<file path="src/rtl/core/cphe_pkg.sv">
package cphe_pkg;

	localparam int POINTS_DEF = 64;
	localparam int CHANNELS   = 6;
	localparam int FRAC       = 16;
	localparam int ONE_Q16    = 65536;
	localparam int TWO_PI_Q16 = 411775;

	// Request opcodes.
	localparam logic [1:0] OP_WRCH  = 2'd0;
	localparam logic [1:0] OP_WRKEY = 2'd1;
	localparam logic [1:0] OP_START = 2'd2;
	localparam logic [1:0] OP_TICK  = 2'd3;

	// Configuration register indexes.
	localparam logic [0:0] REG_POINT_COUNT = 1'b0;
	localparam logic [0:0] REG_BLEND_OUT   = 1'b1;

	typedef struct packed {
		logic [1:0]         op;
		logic [5:0]         index;
		logic [2:0]         channel;
		logic signed [31:0] value;
		logic signed [31:0] slope;
		logic [31:0]        dt;
	} req_t;

	typedef struct packed {
		logic signed [31:0] pos_x;
		logic signed [31:0] pos_y;
		logic signed [31:0] pos_z;
		logic signed [31:0] yaw;
		logic signed [31:0] pitch;
		logic signed [31:0] roll;
		logic [16:0]        fade;
		logic               finished;
	} rsp_t;

	typedef enum logic [4:0] {
		DP_NONE, DP_ACCEPT, DP_FIN, DP_WALK, DP_T1, DP_DIV, DP_FSET, DP_FEND,
		DP_RDA, DP_RDB, DP_MA, DP_MB, DP_CO, DP_H1, DP_H2, DP_H3, DP_H4, DP_H5,
		DP_H6, DP_OUT
	} dp_op_t;

	typedef struct packed {
		dp_op_t op;
	} cmd_t;

	typedef struct packed {
		logic is_tick;
		logic fin;
		logic walk_more;
		logic chan_last;
		logic out_free;
	} st_t;

endpackage

</file>
<file path="src/rtl/core/cphe_ctrl.sv">
module cphe_ctrl (
	input  logic           clk,
	input  logic           arst_n,
	input  logic           req_valid,
	output logic           req_stall,
	input  cphe_pkg::st_t  st,
	output cphe_pkg::cmd_t cmd
);

	localparam int CW = $clog2(cphe_pkg::FRAC);

	typedef enum logic [19:0] {
		S_IDLE = 20'h00001, S_FIN  = 20'h00002, S_WALK = 20'h00004, S_T1   = 20'h00008,
		S_FDIV = 20'h00010, S_FSET = 20'h00020, S_GDIV = 20'h00040, S_FEND = 20'h00080,
		S_RDA  = 20'h00100, S_RDB  = 20'h00200, S_MA   = 20'h00400, S_MB   = 20'h00800,
		S_CO   = 20'h01000, S_H1   = 20'h02000, S_H2   = 20'h04000, S_H3   = 20'h08000,
		S_H4   = 20'h10000, S_H5   = 20'h20000, S_H6   = 20'h40000, S_OUT  = 20'h80000
	} state_t;

	state_t state_q, state_nxt;
	logic [CW-1:0] cnt_q;
	logic div_end;

	assign div_end   = (cnt_q == CW'(cphe_pkg::FRAC - 1));
	assign req_stall = (state_q != S_IDLE);

	always_comb begin
		state_nxt = state_q;
		cmd.op    = cphe_pkg::DP_NONE;
		unique case (state_q)
			S_IDLE: begin
				if (req_valid) begin
					cmd.op = cphe_pkg::DP_ACCEPT;
					if (st.is_tick) state_nxt = S_FIN;
				end
			end
			S_FIN: begin
				cmd.op    = cphe_pkg::DP_FIN;
				state_nxt = st.fin ? S_OUT : S_WALK;
			end
			S_WALK: begin
				cmd.op = cphe_pkg::DP_WALK;
				if (!st.walk_more) state_nxt = S_T1;
			end
			S_T1: begin
				cmd.op    = cphe_pkg::DP_T1;
				state_nxt = S_FDIV;
			end
			S_FDIV: begin
				cmd.op = cphe_pkg::DP_DIV;
				if (div_end) state_nxt = S_FSET;
			end
			S_FSET: begin
				cmd.op    = cphe_pkg::DP_FSET;
				state_nxt = S_GDIV;
			end
			S_GDIV: begin
				cmd.op = cphe_pkg::DP_DIV;
				if (div_end) state_nxt = S_FEND;
			end
			S_FEND: begin
				cmd.op    = cphe_pkg::DP_FEND;
				state_nxt = S_RDA;
			end
			S_RDA: begin
				cmd.op    = cphe_pkg::DP_RDA;
				state_nxt = S_RDB;
			end
			S_RDB: begin
				cmd.op    = cphe_pkg::DP_RDB;
				state_nxt = S_MA;
			end
			S_MA: begin
				cmd.op    = cphe_pkg::DP_MA;
				state_nxt = S_MB;
			end
			S_MB: begin
				cmd.op    = cphe_pkg::DP_MB;
				state_nxt = S_CO;
			end
			S_CO: begin
				cmd.op    = cphe_pkg::DP_CO;
				state_nxt = S_H1;
			end
			S_H1: begin
				cmd.op    = cphe_pkg::DP_H1;
				state_nxt = S_H2;
			end
			S_H2: begin
				cmd.op    = cphe_pkg::DP_H2;
				state_nxt = S_H3;
			end
			S_H3: begin
				cmd.op    = cphe_pkg::DP_H3;
				state_nxt = S_H4;
			end
			S_H4: begin
				cmd.op    = cphe_pkg::DP_H4;
				state_nxt = S_H5;
			end
			S_H5: begin
				cmd.op    = cphe_pkg::DP_H5;
				state_nxt = S_H6;
			end
			S_H6: begin
				cmd.op    = cphe_pkg::DP_H6;
				state_nxt = st.chan_last ? S_OUT : S_RDA;
			end
			S_OUT: begin
				if (st.out_free) begin
					cmd.op    = cphe_pkg::DP_OUT;
					state_nxt = S_IDLE;
				end
			end
			default: state_nxt = S_IDLE;
		endcase
	end

	always_ff @(posedge clk or negedge arst_n) begin
		if (!arst_n) begin
			state_q <= S_IDLE;
			cnt_q   <= '0;
		end else begin
			state_q <= state_nxt;
			if (state_q == S_FDIV || state_q == S_GDIV) cnt_q <= cnt_q + CW'(1);
		end
	end

endmodule

</file>
<file path="config.mk">
export PLATFORM = sky130hd
export DESIGN_NAME = cphe_ctrl
export DESIGN_NICKNAME = d
export VERILOG_FILES = /design/src/rtl/core/cphe_pkg.sv /design/src/rtl/core/cphe_ctrl.sv
export SDC_FILE = /design/constraint.sdc
export NUM_CORES = 1
export LEC_CHECK = 0
export ABC_AREA = 1
export BUFFER_PORTS_ARGS = -buffer_cell sky130_fd_sc_hd__buf_4
export CAP_MARGIN = 20
export CORE_MARGIN = 2
export CORE_UTILIZATION = 55
export DETAILED_ROUTE_END_ITERATION = 16
export GPL_TIMING_DRIVEN = 0
export HOLD_SLACK_MARGIN = 0.05
export PLACE_DENSITY_LB_ADDON = 0.05
export SYNTH_ARGS = -nofsm -noshare
export SYNTH_HDL_FRONTEND = slang
export SYNTH_SLANG_ARGS = --single-unit
export TNS_END_PERCENT = 30
</file>
<file path="constraint.sdc">
create_clock -name clk -period 2.4 [get_ports clk]
set_input_delay 0.12 -clock clk [delete_from_list [all_inputs] [get_ports clk]]
set_output_delay 0.12 -clock clk [all_outputs]
set_load 0.02 [all_outputs]
</file>
==> results of run 1 <==
==> layout make-up <==
class | instances | share of cell area (%)
Multi-Input combinational cell | 140 | 44.73
Sequential cell | 24 | 35.21
Inverter | 34 | 7.613
Timing Repair Buffer | 16 | 7.467
Tap cell | 30 | 2.196
Clock buffer | 4 | 2.123
Buffer | 1 | 0.6589
==> through the flow <==
step	util (%)	instances	worst slack, ns	total power, mW
2_1_floorplan	-	199	0.8488	0.8608
3_3_place_gp	64.55	242	0.6479	0.9937
3_5_place_dp	64.55	242	0.6383	1.007
4_1_cts	67.16	249	0.2512	1.221
5_1_grt	67.16	249	0.08726	1.312
6_report	67.16	249	0.2412	1.224
==> state kept, by name (all words and copies together), names as in the netlist <==
| register | count |
|---|---|
| state_q | 20 |
| cnt_q | 4 |
==> power by group through the flow <==
stage          sequential (mW)  clock [mW]  combinational (mW)
6_report                 0.468       0.217               0.539
5_1_grt                  0.472       0.236               0.604
4_1_cts                  0.468       0.216               0.537
3_5_place_dp             0.476           0               0.531
3_3_place_gp             0.473           0               0.520
2_1_floorplan            0.469           0               0.392
==> layout by cell type (no fill, tap or decap), types with 2 or more instances in the layout <==
cell,n
xor2_1,2
nand2_1,36
nand2_2,5
clkbuf_4,3
nor3_1,9
nor2_2,8
nand3_2,2
inv_2,4
buf_4,13
nand3_1,19
dlygate4sd3_1,3
o21ai_1,4
nor2_4,5
o21ai_0,3
nand2_4,2
dfrtp_1,23
nand4_1,8
inv_1,29
nor2_1,28
nor2_8,2
==> routing by layer <==
metal  part of all wire, %  up-vias
li1                      -      674
met1                    49      595
met2                    46       28
met3                   3.9        6
met4                   1.2        0
met5                     0        -
==> cell families after synthesis <==
kind of cell / synth area share [%]
xor+xnor: 1.743
buf+inv: 9.377
flops: 39.92
compound gates: 2.655
simple gates: 45.48
fa+ha+maj: 0.8297
==> worst max-delay path, stage by stage (launching register included) <==
cell and delay, ns:
dfstp_2 0.55, nor2_1 0.06, nand2_2 0.14, nor2_2 0.09, nand2_1 0.15, inv_2 0.07, nand2_1 0.10, inv_2 0.05
nor3b_2 0.21, nand3_1 0.11, buf_4 0.17
==> worst min path at each step <==
stage / from / to
after floorplan: arst_n / cnt_q[0]
after global placement: arst_n / state_q[8]
after detailed placement: arst_n / state_q[17]
after CTS: st[4] / state_q[0]
after global routing: st[4] / state_q[0]
final: st[4] / state_q[0]
==> out/metrics.yaml, run 1 <==
outcome:
  outcome: "complete, no violations"
power:
  p_sw_uw: 506.6
  clkPwrFrac_pct: 17.7
  leakage_nw: 0.9998
  powerDensity_nw_per_um2: 715.9
  peakVddDrop_mv: 0.5642
  power_frac_comb_pct: 44.0
  swShare_pct: 41.40
  internal_power_uw: 717.0
  seq_power_share_pct: 38.3
floorplan:
  die-area_um2: 3176
  die_h_um: 56.36
  ioPinCount: 14
  core_area_um2: 2545
  rows: 18
  start_util_pct: 59.24
  die_w_um: 56.36
global_routing:
  grt_pass1_vias: 1261
  track_usage_pct: 22.00
  grt_pass1_wl_mm: 5.513
  use_met2_pct: 34.62
  busiest_layer: "met2"
  grt_start_max_net_pins: 25
  antenna_found_initial: 0
  grt.met1_usage_pct: 31.62
  use_met3_pct: 2.074
  grt-ovfl-total: 0
placement:
  globalplace.congestion: 0.8352
  io_buffers: 13
  hpwlAfterDp_mm: 2.417
  post_dp_cell_area_um2: 1643
critical_path:
  r2r_end: "state_q[0]"
  cp.required_ns: 2.28
  critPathMaxFanout: 5
  endpoint_kind: "primary output"
  critPathArrivalTime_ns: 2.04
  reg2reg_from: "state_q[1]"
  crit_path_start: "state_q[0]"
  crit_type: "reg2out"
  r2r_setup_slack_ns: 0.75
  r2r_cells: 10
  startpoint_type: "flip-flop"
  endpoint: "cmd[2]"
synth:
  syn_avg_cell_area_um2: 7.576
  synthesis.area_um2: 1508
  synth_commonest_cells: "36 x nand2_1, 29 x inv_1, 28 x nor2_1"
  synth.area.top_cells: "dfrtp_1 38%, nand2_1 9.0%, inv_1 7.2%"
  syn-num-nets: 208
  synth-seq-area-share_pct: 39.92
  ys_types: 27
  synth-edff-count: 0
  yosysTopAreaCellShare_pct: 38.17
  ys.flop_type: "dfrtp_1"
  syn_inst: 199
  async_reset_ff_share_pct: 100.0
  yosysTopAreaCell: "dfrtp_1"
  ys_ff_latch: 24
  yosysWarnings: 0
  synth.most_common_cell: "nand2_1"
routing:
  wl_per_cell_um: 12.21
  drcViolationCount: 0
  first_pass_iters: 4
  drt_iter0_markers: 57
  wl_mm: 3.041
  drt-vias-per-instance: 5.233
  ant_nets: 0
  vias: 1303
timing:
  hold_slack_ns: 0.07082
  finalCriticalPeriod_ns: 2.159
  hold_viol: 0
  setup_viol_count_final: 0
  tns_ns: 0
  clock_skew_ns: 0.005758
  rsz0062_at_grt: "false"
  post-route-period-util_pct: 89.95
  max_freq_ghz: 0.4632
  relSlewSlack_pct: 76.98
  tightest_slew_ns: 0.3427
  final_max_slew_viol_count: 0
layout:
  fill_cells: 206
  nets: 229
  syn2layout_area_growth_pct: 13.36
  regArea_um2: 601.8
  final_cell_area_um2: 1709
  n_antenna_cell: 0
  drive_gt1_share_pct: 23.29
  multi_input_area_um2: 764.5
clock_network:
  worstSkewPairLatency_ns: 0.32
  cts_tree: "yes"
  ctsHoldBuffers: 3
  cts_resized: 0
  clock_path_buffers: 2
  post-cts-setup-buffers: 0
  cts_root_buf: "clkbuf_4"
  cts_buffers: 3
  htreeDepth: 1
  clk_pin_slew_worst_paths_ns: 0.13
  cts_sinks: 24
hold_path:
  min_path_type: "in2reg"
  hold-path-cell-count: 4
job:
  maxCapViolCount: 0
Power figures use the tool's default switching activity.
==> inputs of run 2 (changes only) <==
Settings changed: CORE_ASPECT_RATIO set to 1.25.
==> out/metrics.yaml, run 2 (synthesis results as in run 1) <==
outcome:
  outcome: "complete, no violations"
timing:
  clock_skew_ns: 0.01238  # +0.006619 ns
  max_freq_ghz: 0.4667  # +0.75%
  final_max_slew_viol_count: 0  # unchanged
  tns_ns: 0  # unchanged
  hold_slack_ns: 0.1038  # +0.03296 ns
  post-route-period-util_pct: 89.28  # -0.67 points
  setup_ws_ns: 0.2573  # +0.01609 ns
  relSlewSlack_pct: 79.03  # +2.0 points
  rsz0062_at_grt: "false"
  tightest_slew_ns: 0.3146  # -0.02811 ns
  finalCriticalPeriod_ns: 2.143  # -0.01609 ns
  setup_viol_count_final: 0  # unchanged
  hold_viol: 0  # unchanged
floorplan:
  start_util_pct: 56.81  # -2.4 points
  core_area_um2: 2654  # +4.3%
  ioPinCount: 14  # unchanged
  die_h_um: 62.54  # +11%
  die-area_um2: 3179  # about the same
  rows: 21  # +3
  die_w_um: 50.83  # -9.8%
power:
  powerDensity_nw_per_um2: 739.4  # +3.3%
  leakage_nw: 1.014  # +1.4%
  finalPower_mw: 1.294  # +5.8%
  peakVddDrop_mv: 0.6051  # +7.3%
clock_network:
  cts_buffers: 3  # unchanged
  clk_pin_slew_worst_paths_ns: 0.14  # about the same
  cts_root_buf: "clkbuf_4"
  worstSkewPairLatency_ns: 0.32  # about the same
  post-cts-setup-buffers: 0  # unchanged
  cts_sinks: 24  # unchanged
  clock_path_buffers: 2  # unchanged
  cts_tree: "yes"
  htreeDepth: 1  # unchanged
routing:
  drt-vias-per-instance: 5.322  # +1.7%
  wl_mm: 3.175  # +4.4%
  wl_met1_mm: 1.316  # -12%
  routed.top_layer: "met4"
  vias: 1357  # +4.1%
  first_pass_iters: 4  # unchanged
  met3WireLength_um: 137  # +14%
  wl_per_cell_um: 12.45  # +1.9%
  drcViolationCount: 0  # unchanged
  drt_iter0_markers: 32  # -44%
  ant_nets: 0  # unchanged
  wl_met2_mm: 1.669  # +20%
placement:
  hpwlAfterDp_mm: 2.494  # +3.2%
  io_buffers: 13  # unchanged
  post_dp_cell_area_um2: 1648  # +0.30%
  globalplace.congestion: 0.7863  # -5.9%
  placed_cells: 246  # +1.7%
  place_ws_ns: 0.6435  # +0.005153 ns
critical_path:
  crit_type: "reg2out"
  cp.required_ns: 2.28  # about the same
  path_cells: "nor2_1, nand2_2, nor2_2, nand2_1, inv_2, nand2_1, inv_2, nor3b_2, nand3_1, buf_4"
  startpoint_type: "flip-flop"
  max_stage_delay_ns: 0.56  # about the same
  critPathSlowestCell: "dfstp_2"
  endpoint_kind: "primary output"
  critPathMaxFanout: 5  # unchanged
  critPathArrivalTime_ns: 2.02  # -0.02 ns
layout:
  syn2layout_area_growth_pct: 16.10
  nets: 231  # +0.87%
  n_antenna_cell: 0  # unchanged
  final_cell_area_um2: 1750  # +2.4%
  final_core_util_pct: 65.96  # -1.2 points
  largest_register: "state_q"
  drive_gt1_share_pct: 23.08  # -0.21 points
  top_regs: "state_q (20), cnt_q (4)"
  layout_commonest_cell: "nand2_1"
  layout_common_cells: "36 x nand2_1, 29 x inv_1, 28 x nor2_1"
  layoutNonFillerInstCount: 255  # +2.4%
  largest_register_ffs: 20  # unchanged
job:
  maxCapViolCount: 0  # unchanged
global_routing:
  antenna_found_initial: 0  # unchanged
  grt-ovfl-total: 0  # unchanged
  grt_start_max_net_pins: 25  # unchanged
  grt_pass1_wl_mm: 5.561  # +0.87%
  track_usage_pct: 22.68  # +0.68 points
  grt_pass1_vias: 1337  # +6.0%
hold_path:
  min_path_type: "in2reg"
[run 2: worst max-delay path, delay by kind of cell, from the launching register on]
kind                   cells  cell delay (ns)
and+or+nand+nor            7             0.86
DFF                        1             0.56
buffers and inverters      3             0.29
[run 2: power breakdown]
| part | total [mW] | internal [mW] | switching, mW | leakage [nW] |
|---|---|---|---|---|
| Sequential | 0.467 | 0.443 | 0.0241 | 0.330 |
| Clock | 0.295 | 0.169 | 0.126 | 0.0279 |
| Combinational | 0.532 | 0.183 | 0.349 | 0.656 |
[run 2: final timing paths]
check                           startpoint     endpoint  slack (ns)  cells past startpoint
worst max-delay path            state_q[0]       cmd[2]        0.26                     10
worst min-delay path                 st[0]  state_q[19]        0.10                      4
worst max register to register  state_q[0]   state_q[0]        0.73                     10
worst min register to register    cnt_q[3]     cnt_q[3]        0.50                      1
max in group asynchronous           arst_n   state_q[0]        1.90                      2
min in group asynchronous           arst_n  state_q[19]        0.21                      2
[run 2: area by class of cell]
type,count,area (um^2)
repair buffers,18,147.6
multi-input cells,140,764.5
fillers,243,903.4
well taps,34,42.54
flip-flops and latches,24,601.8
clock inverters,1,30.03
plain buffers,1,11.26
clock buffers,3,22.52
inverters,34,130.1
[run 2: timing repair]
item	in CTS	in global routing
hold buffers	5	0
gates resized for setup	0	0
endpoints found under the hold margin	27	0
[run 2: metal layers]
layer	global-route usage, %	vias up
met2	42.43	39
li1	-	679
met1	25.98	631
met5	0	-
met3	3.349	8
met4	6.419	0
==> inputs of run 3 (changes only) <==
Settings changed: GPL_TIMING_DRIVEN 0 to unset.
==> out/metrics.yaml, run 3 (synthesis results as in run 1) <==
layout:
  top_regs: "state_q (20), cnt_q (4)"
  syn2layout_area_growth_pct: 12.95
  multi_input_area_um2: 764.5  # unchanged
  drive_gt1_share_pct: 22.94  # -0.14 points
  n_antenna_cell: 0  # unchanged
  nets: 228  # -1.3%
  layout_common_cells: "36 x nand2_1, 29 x inv_1, 28 x nor2_1"
  layout_commonest_cell: "nand2_1"
  final_core_util_pct: 64.17  # -1.8 points
  largest_register: "state_q"
  fill_cells: 251  # +3.3%
  largest_register_ffs: 20  # unchanged
  final_cell_area_um2: 1703  # -2.7%
  regArea_um2: 601.8  # unchanged
timing:
  max_freq_ghz: 0.4664  # about the same
  finalCriticalPeriod_ns: 2.144  # +0.001487 ns
  hold_viol: 0  # unchanged
  rsz0062_at_grt: "false"
  post-route-period-util_pct: 89.34  # about the same
  relSlewSlack_pct: 77.35  # -1.7 points
  final_max_slew_viol_count: 0  # unchanged
  tightest_slew_ns: 0.3371  # +0.02246 ns
  tns_ns: 0  # unchanged
  setup_viol_count_final: 0  # unchanged
  clock_skew_ns: 0.004227  # -0.008151 ns
critical_path:
  r2r_setup_slack_ns: 0.75  # +0.02 ns
  crit_path_start: "state_q[0]"
  max_stage_delay_ns: 0.55  # about the same
  startpoint_type: "flip-flop"
  path_cells: "nor2_1, nand2_2, nor2_2, nand2_1, inv_2, nand2_1, inv_2, nor3b_2, nand3_1, buf_4"
  endpoint_kind: "primary output"
  critPathBufInv: 3  # unchanged
  cp.required_ns: 2.28  # about the same
  critPathSlowestCell: "dfstp_2"
  critPathTopFamily: "simple AND/OR/NAND/NOR gates"
  critPathMaxFanout: 5  # unchanged
  crit_cells: 10  # unchanged
  reg2reg_from: "state_q[15]"
  critPathArrivalTime_ns: 2.02  # about the same
  r2r_end: "state_q[0]"
  endpoint: "cmd[2]"
  r2r_cells: 10  # unchanged
  crit_type: "reg2out"
clock_network:
  cts_root_buf: "clkbuf_4"
  cts_buffers: 3  # unchanged
  clock_path_buffers: 2  # unchanged
  htreeDepth: 1  # unchanged
  post-cts-setup-buffers: 0  # unchanged
  cts_sinks: 24  # unchanged
  cts_tree: "yes"
  clk_pin_slew_worst_paths_ns: 0.13  # about the same
  worstSkewPairLatency_ns: 0.32  # about the same
routing:
  ant_nets: 0  # unchanged
  vias: 1285  # -5.3%
  drt-vias-per-instance: 5.099  # -4.2%
  wl_per_cell_um: 12.19  # -2.1%
  first_pass_iters: 4  # unchanged
  drt_iter0_markers: 17  # -47%
  drcViolationCount: 0  # unchanged
  wl_mm: 3.073  # -3.2%
placement:
  hpwlAfterDp_mm: 2.455  # -1.5%
  globalplace.congestion: 0.8921  # +13%
  post_dp_cell_area_um2: 1637  # -0.68%
  io_buffers: 13  # unchanged
floorplan:
  die_h_um: 62.54  # unchanged
  core_area_um2: 2654  # unchanged
  ioPinCount: 14  # unchanged
  start_util_pct: 56.81  # unchanged
  die_w_um: 50.83  # unchanged
  die-area_um2: 3179  # unchanged
  rows: 21  # unchanged
global_routing:
  track_usage_pct: 21.89  # -0.79 points
  grt-ovfl-total: 0  # unchanged
  grt_start_max_net_pins: 25  # unchanged
  grt_pass1_wl_mm: 5.271  # -5.2%
  antenna_found_initial: 0  # unchanged
  grt_pass1_vias: 1251  # -6.4%
hold_path:
  min_path_type: "in2reg"
outcome:
  outcome: "complete, no violations"
job:
  maxCapViolCount: 0  # unchanged
power:
  leakage_nw: 0.9938  # -2.0%
  peakVddDrop_mv: 0.6503  # +7.5%
  finalPower_mw: 1.207  # -6.8%
  powerDensity_nw_per_um2: 708.7  # -4.2%
[run 3: cell types whose count changed in the layout (fill, tap and decap cells not counted)]
cell,delta
buf_6,-1
dlygate4sd3_1,-2
clkbuf_8,+1
bufinv_16,-1
[run 3: layout make-up]
type	count	area share (%)
inverter	34	7.641
tap	34	2.498
sequential	24	35.34
timing repair buffer	16	7.494
multi-input combinational	140	44.89
clock buffer	4	2.131
[run 3: stage by stage]
step	instances	hold slack, ns	worst slack [ns]
floorplan	199	-0.1756	0.8488
global placement	245	0.03299	0.6143
detailed placement	245	0.03404	0.5992
CTS	252	0.07078	0.2317
global route	252	0.1168	0.1018
finish	252	0.08606	0.2558
[run 3: how the worst min path moves through the flow]
stage           start           to  slack [ns]  cells past startpoint
3_5_place_dp   arst_n  state_q[10]        0.03                      1
4_1_cts         st[4]   state_q[0]        0.07                      4
5_1_grt         st[4]   state_q[0]        0.12                      4
3_3_place_gp   arst_n  state_q[10]        0.03                      1
2_1_floorplan  arst_n     cnt_q[0]       -0.18                      0
6_report        st[4]   state_q[0]        0.09                      4
[run 3: worst reg2reg max path, cell delays in order (launching register included)]
cell and delay (ns):
dfrtp_1 0.42, nor2_2 0.16, nand2_2 0.14, nor2_4 0.29, nand3_1 0.18, nand2_1 0.11
nor2_1 0.07, nand2_1 0.07, nor2_1 0.04, nand3_1 0.06, nand2_1 0.06
[run 3: report_power, final]
group	internal (mW)	total [mW]	switching, mW
logic	0.175	0.527	0.352
clock network	0.0927	0.215	0.122
registers	0.443	0.465	0.0226
[run 3: timing repair]
item | in CTS | in global routing
endpoints found under the setup margin | 0 | 0
resized for setup | 0 | 0
hold buffers | 3 | 0
hold endpoints to repair | 26 | 0
[run 3: routing by layer]
metal / up-vias / track usage (%) / part of all wire, %
li1: 668 / - / -
met1: 583 / 26.44 / 44
met2: 25 / 38.49 / 51
met3: 9 / 3.349 / 3.1
met4: 0 / 8.108 / 2.3
met5: - / 0 / 0
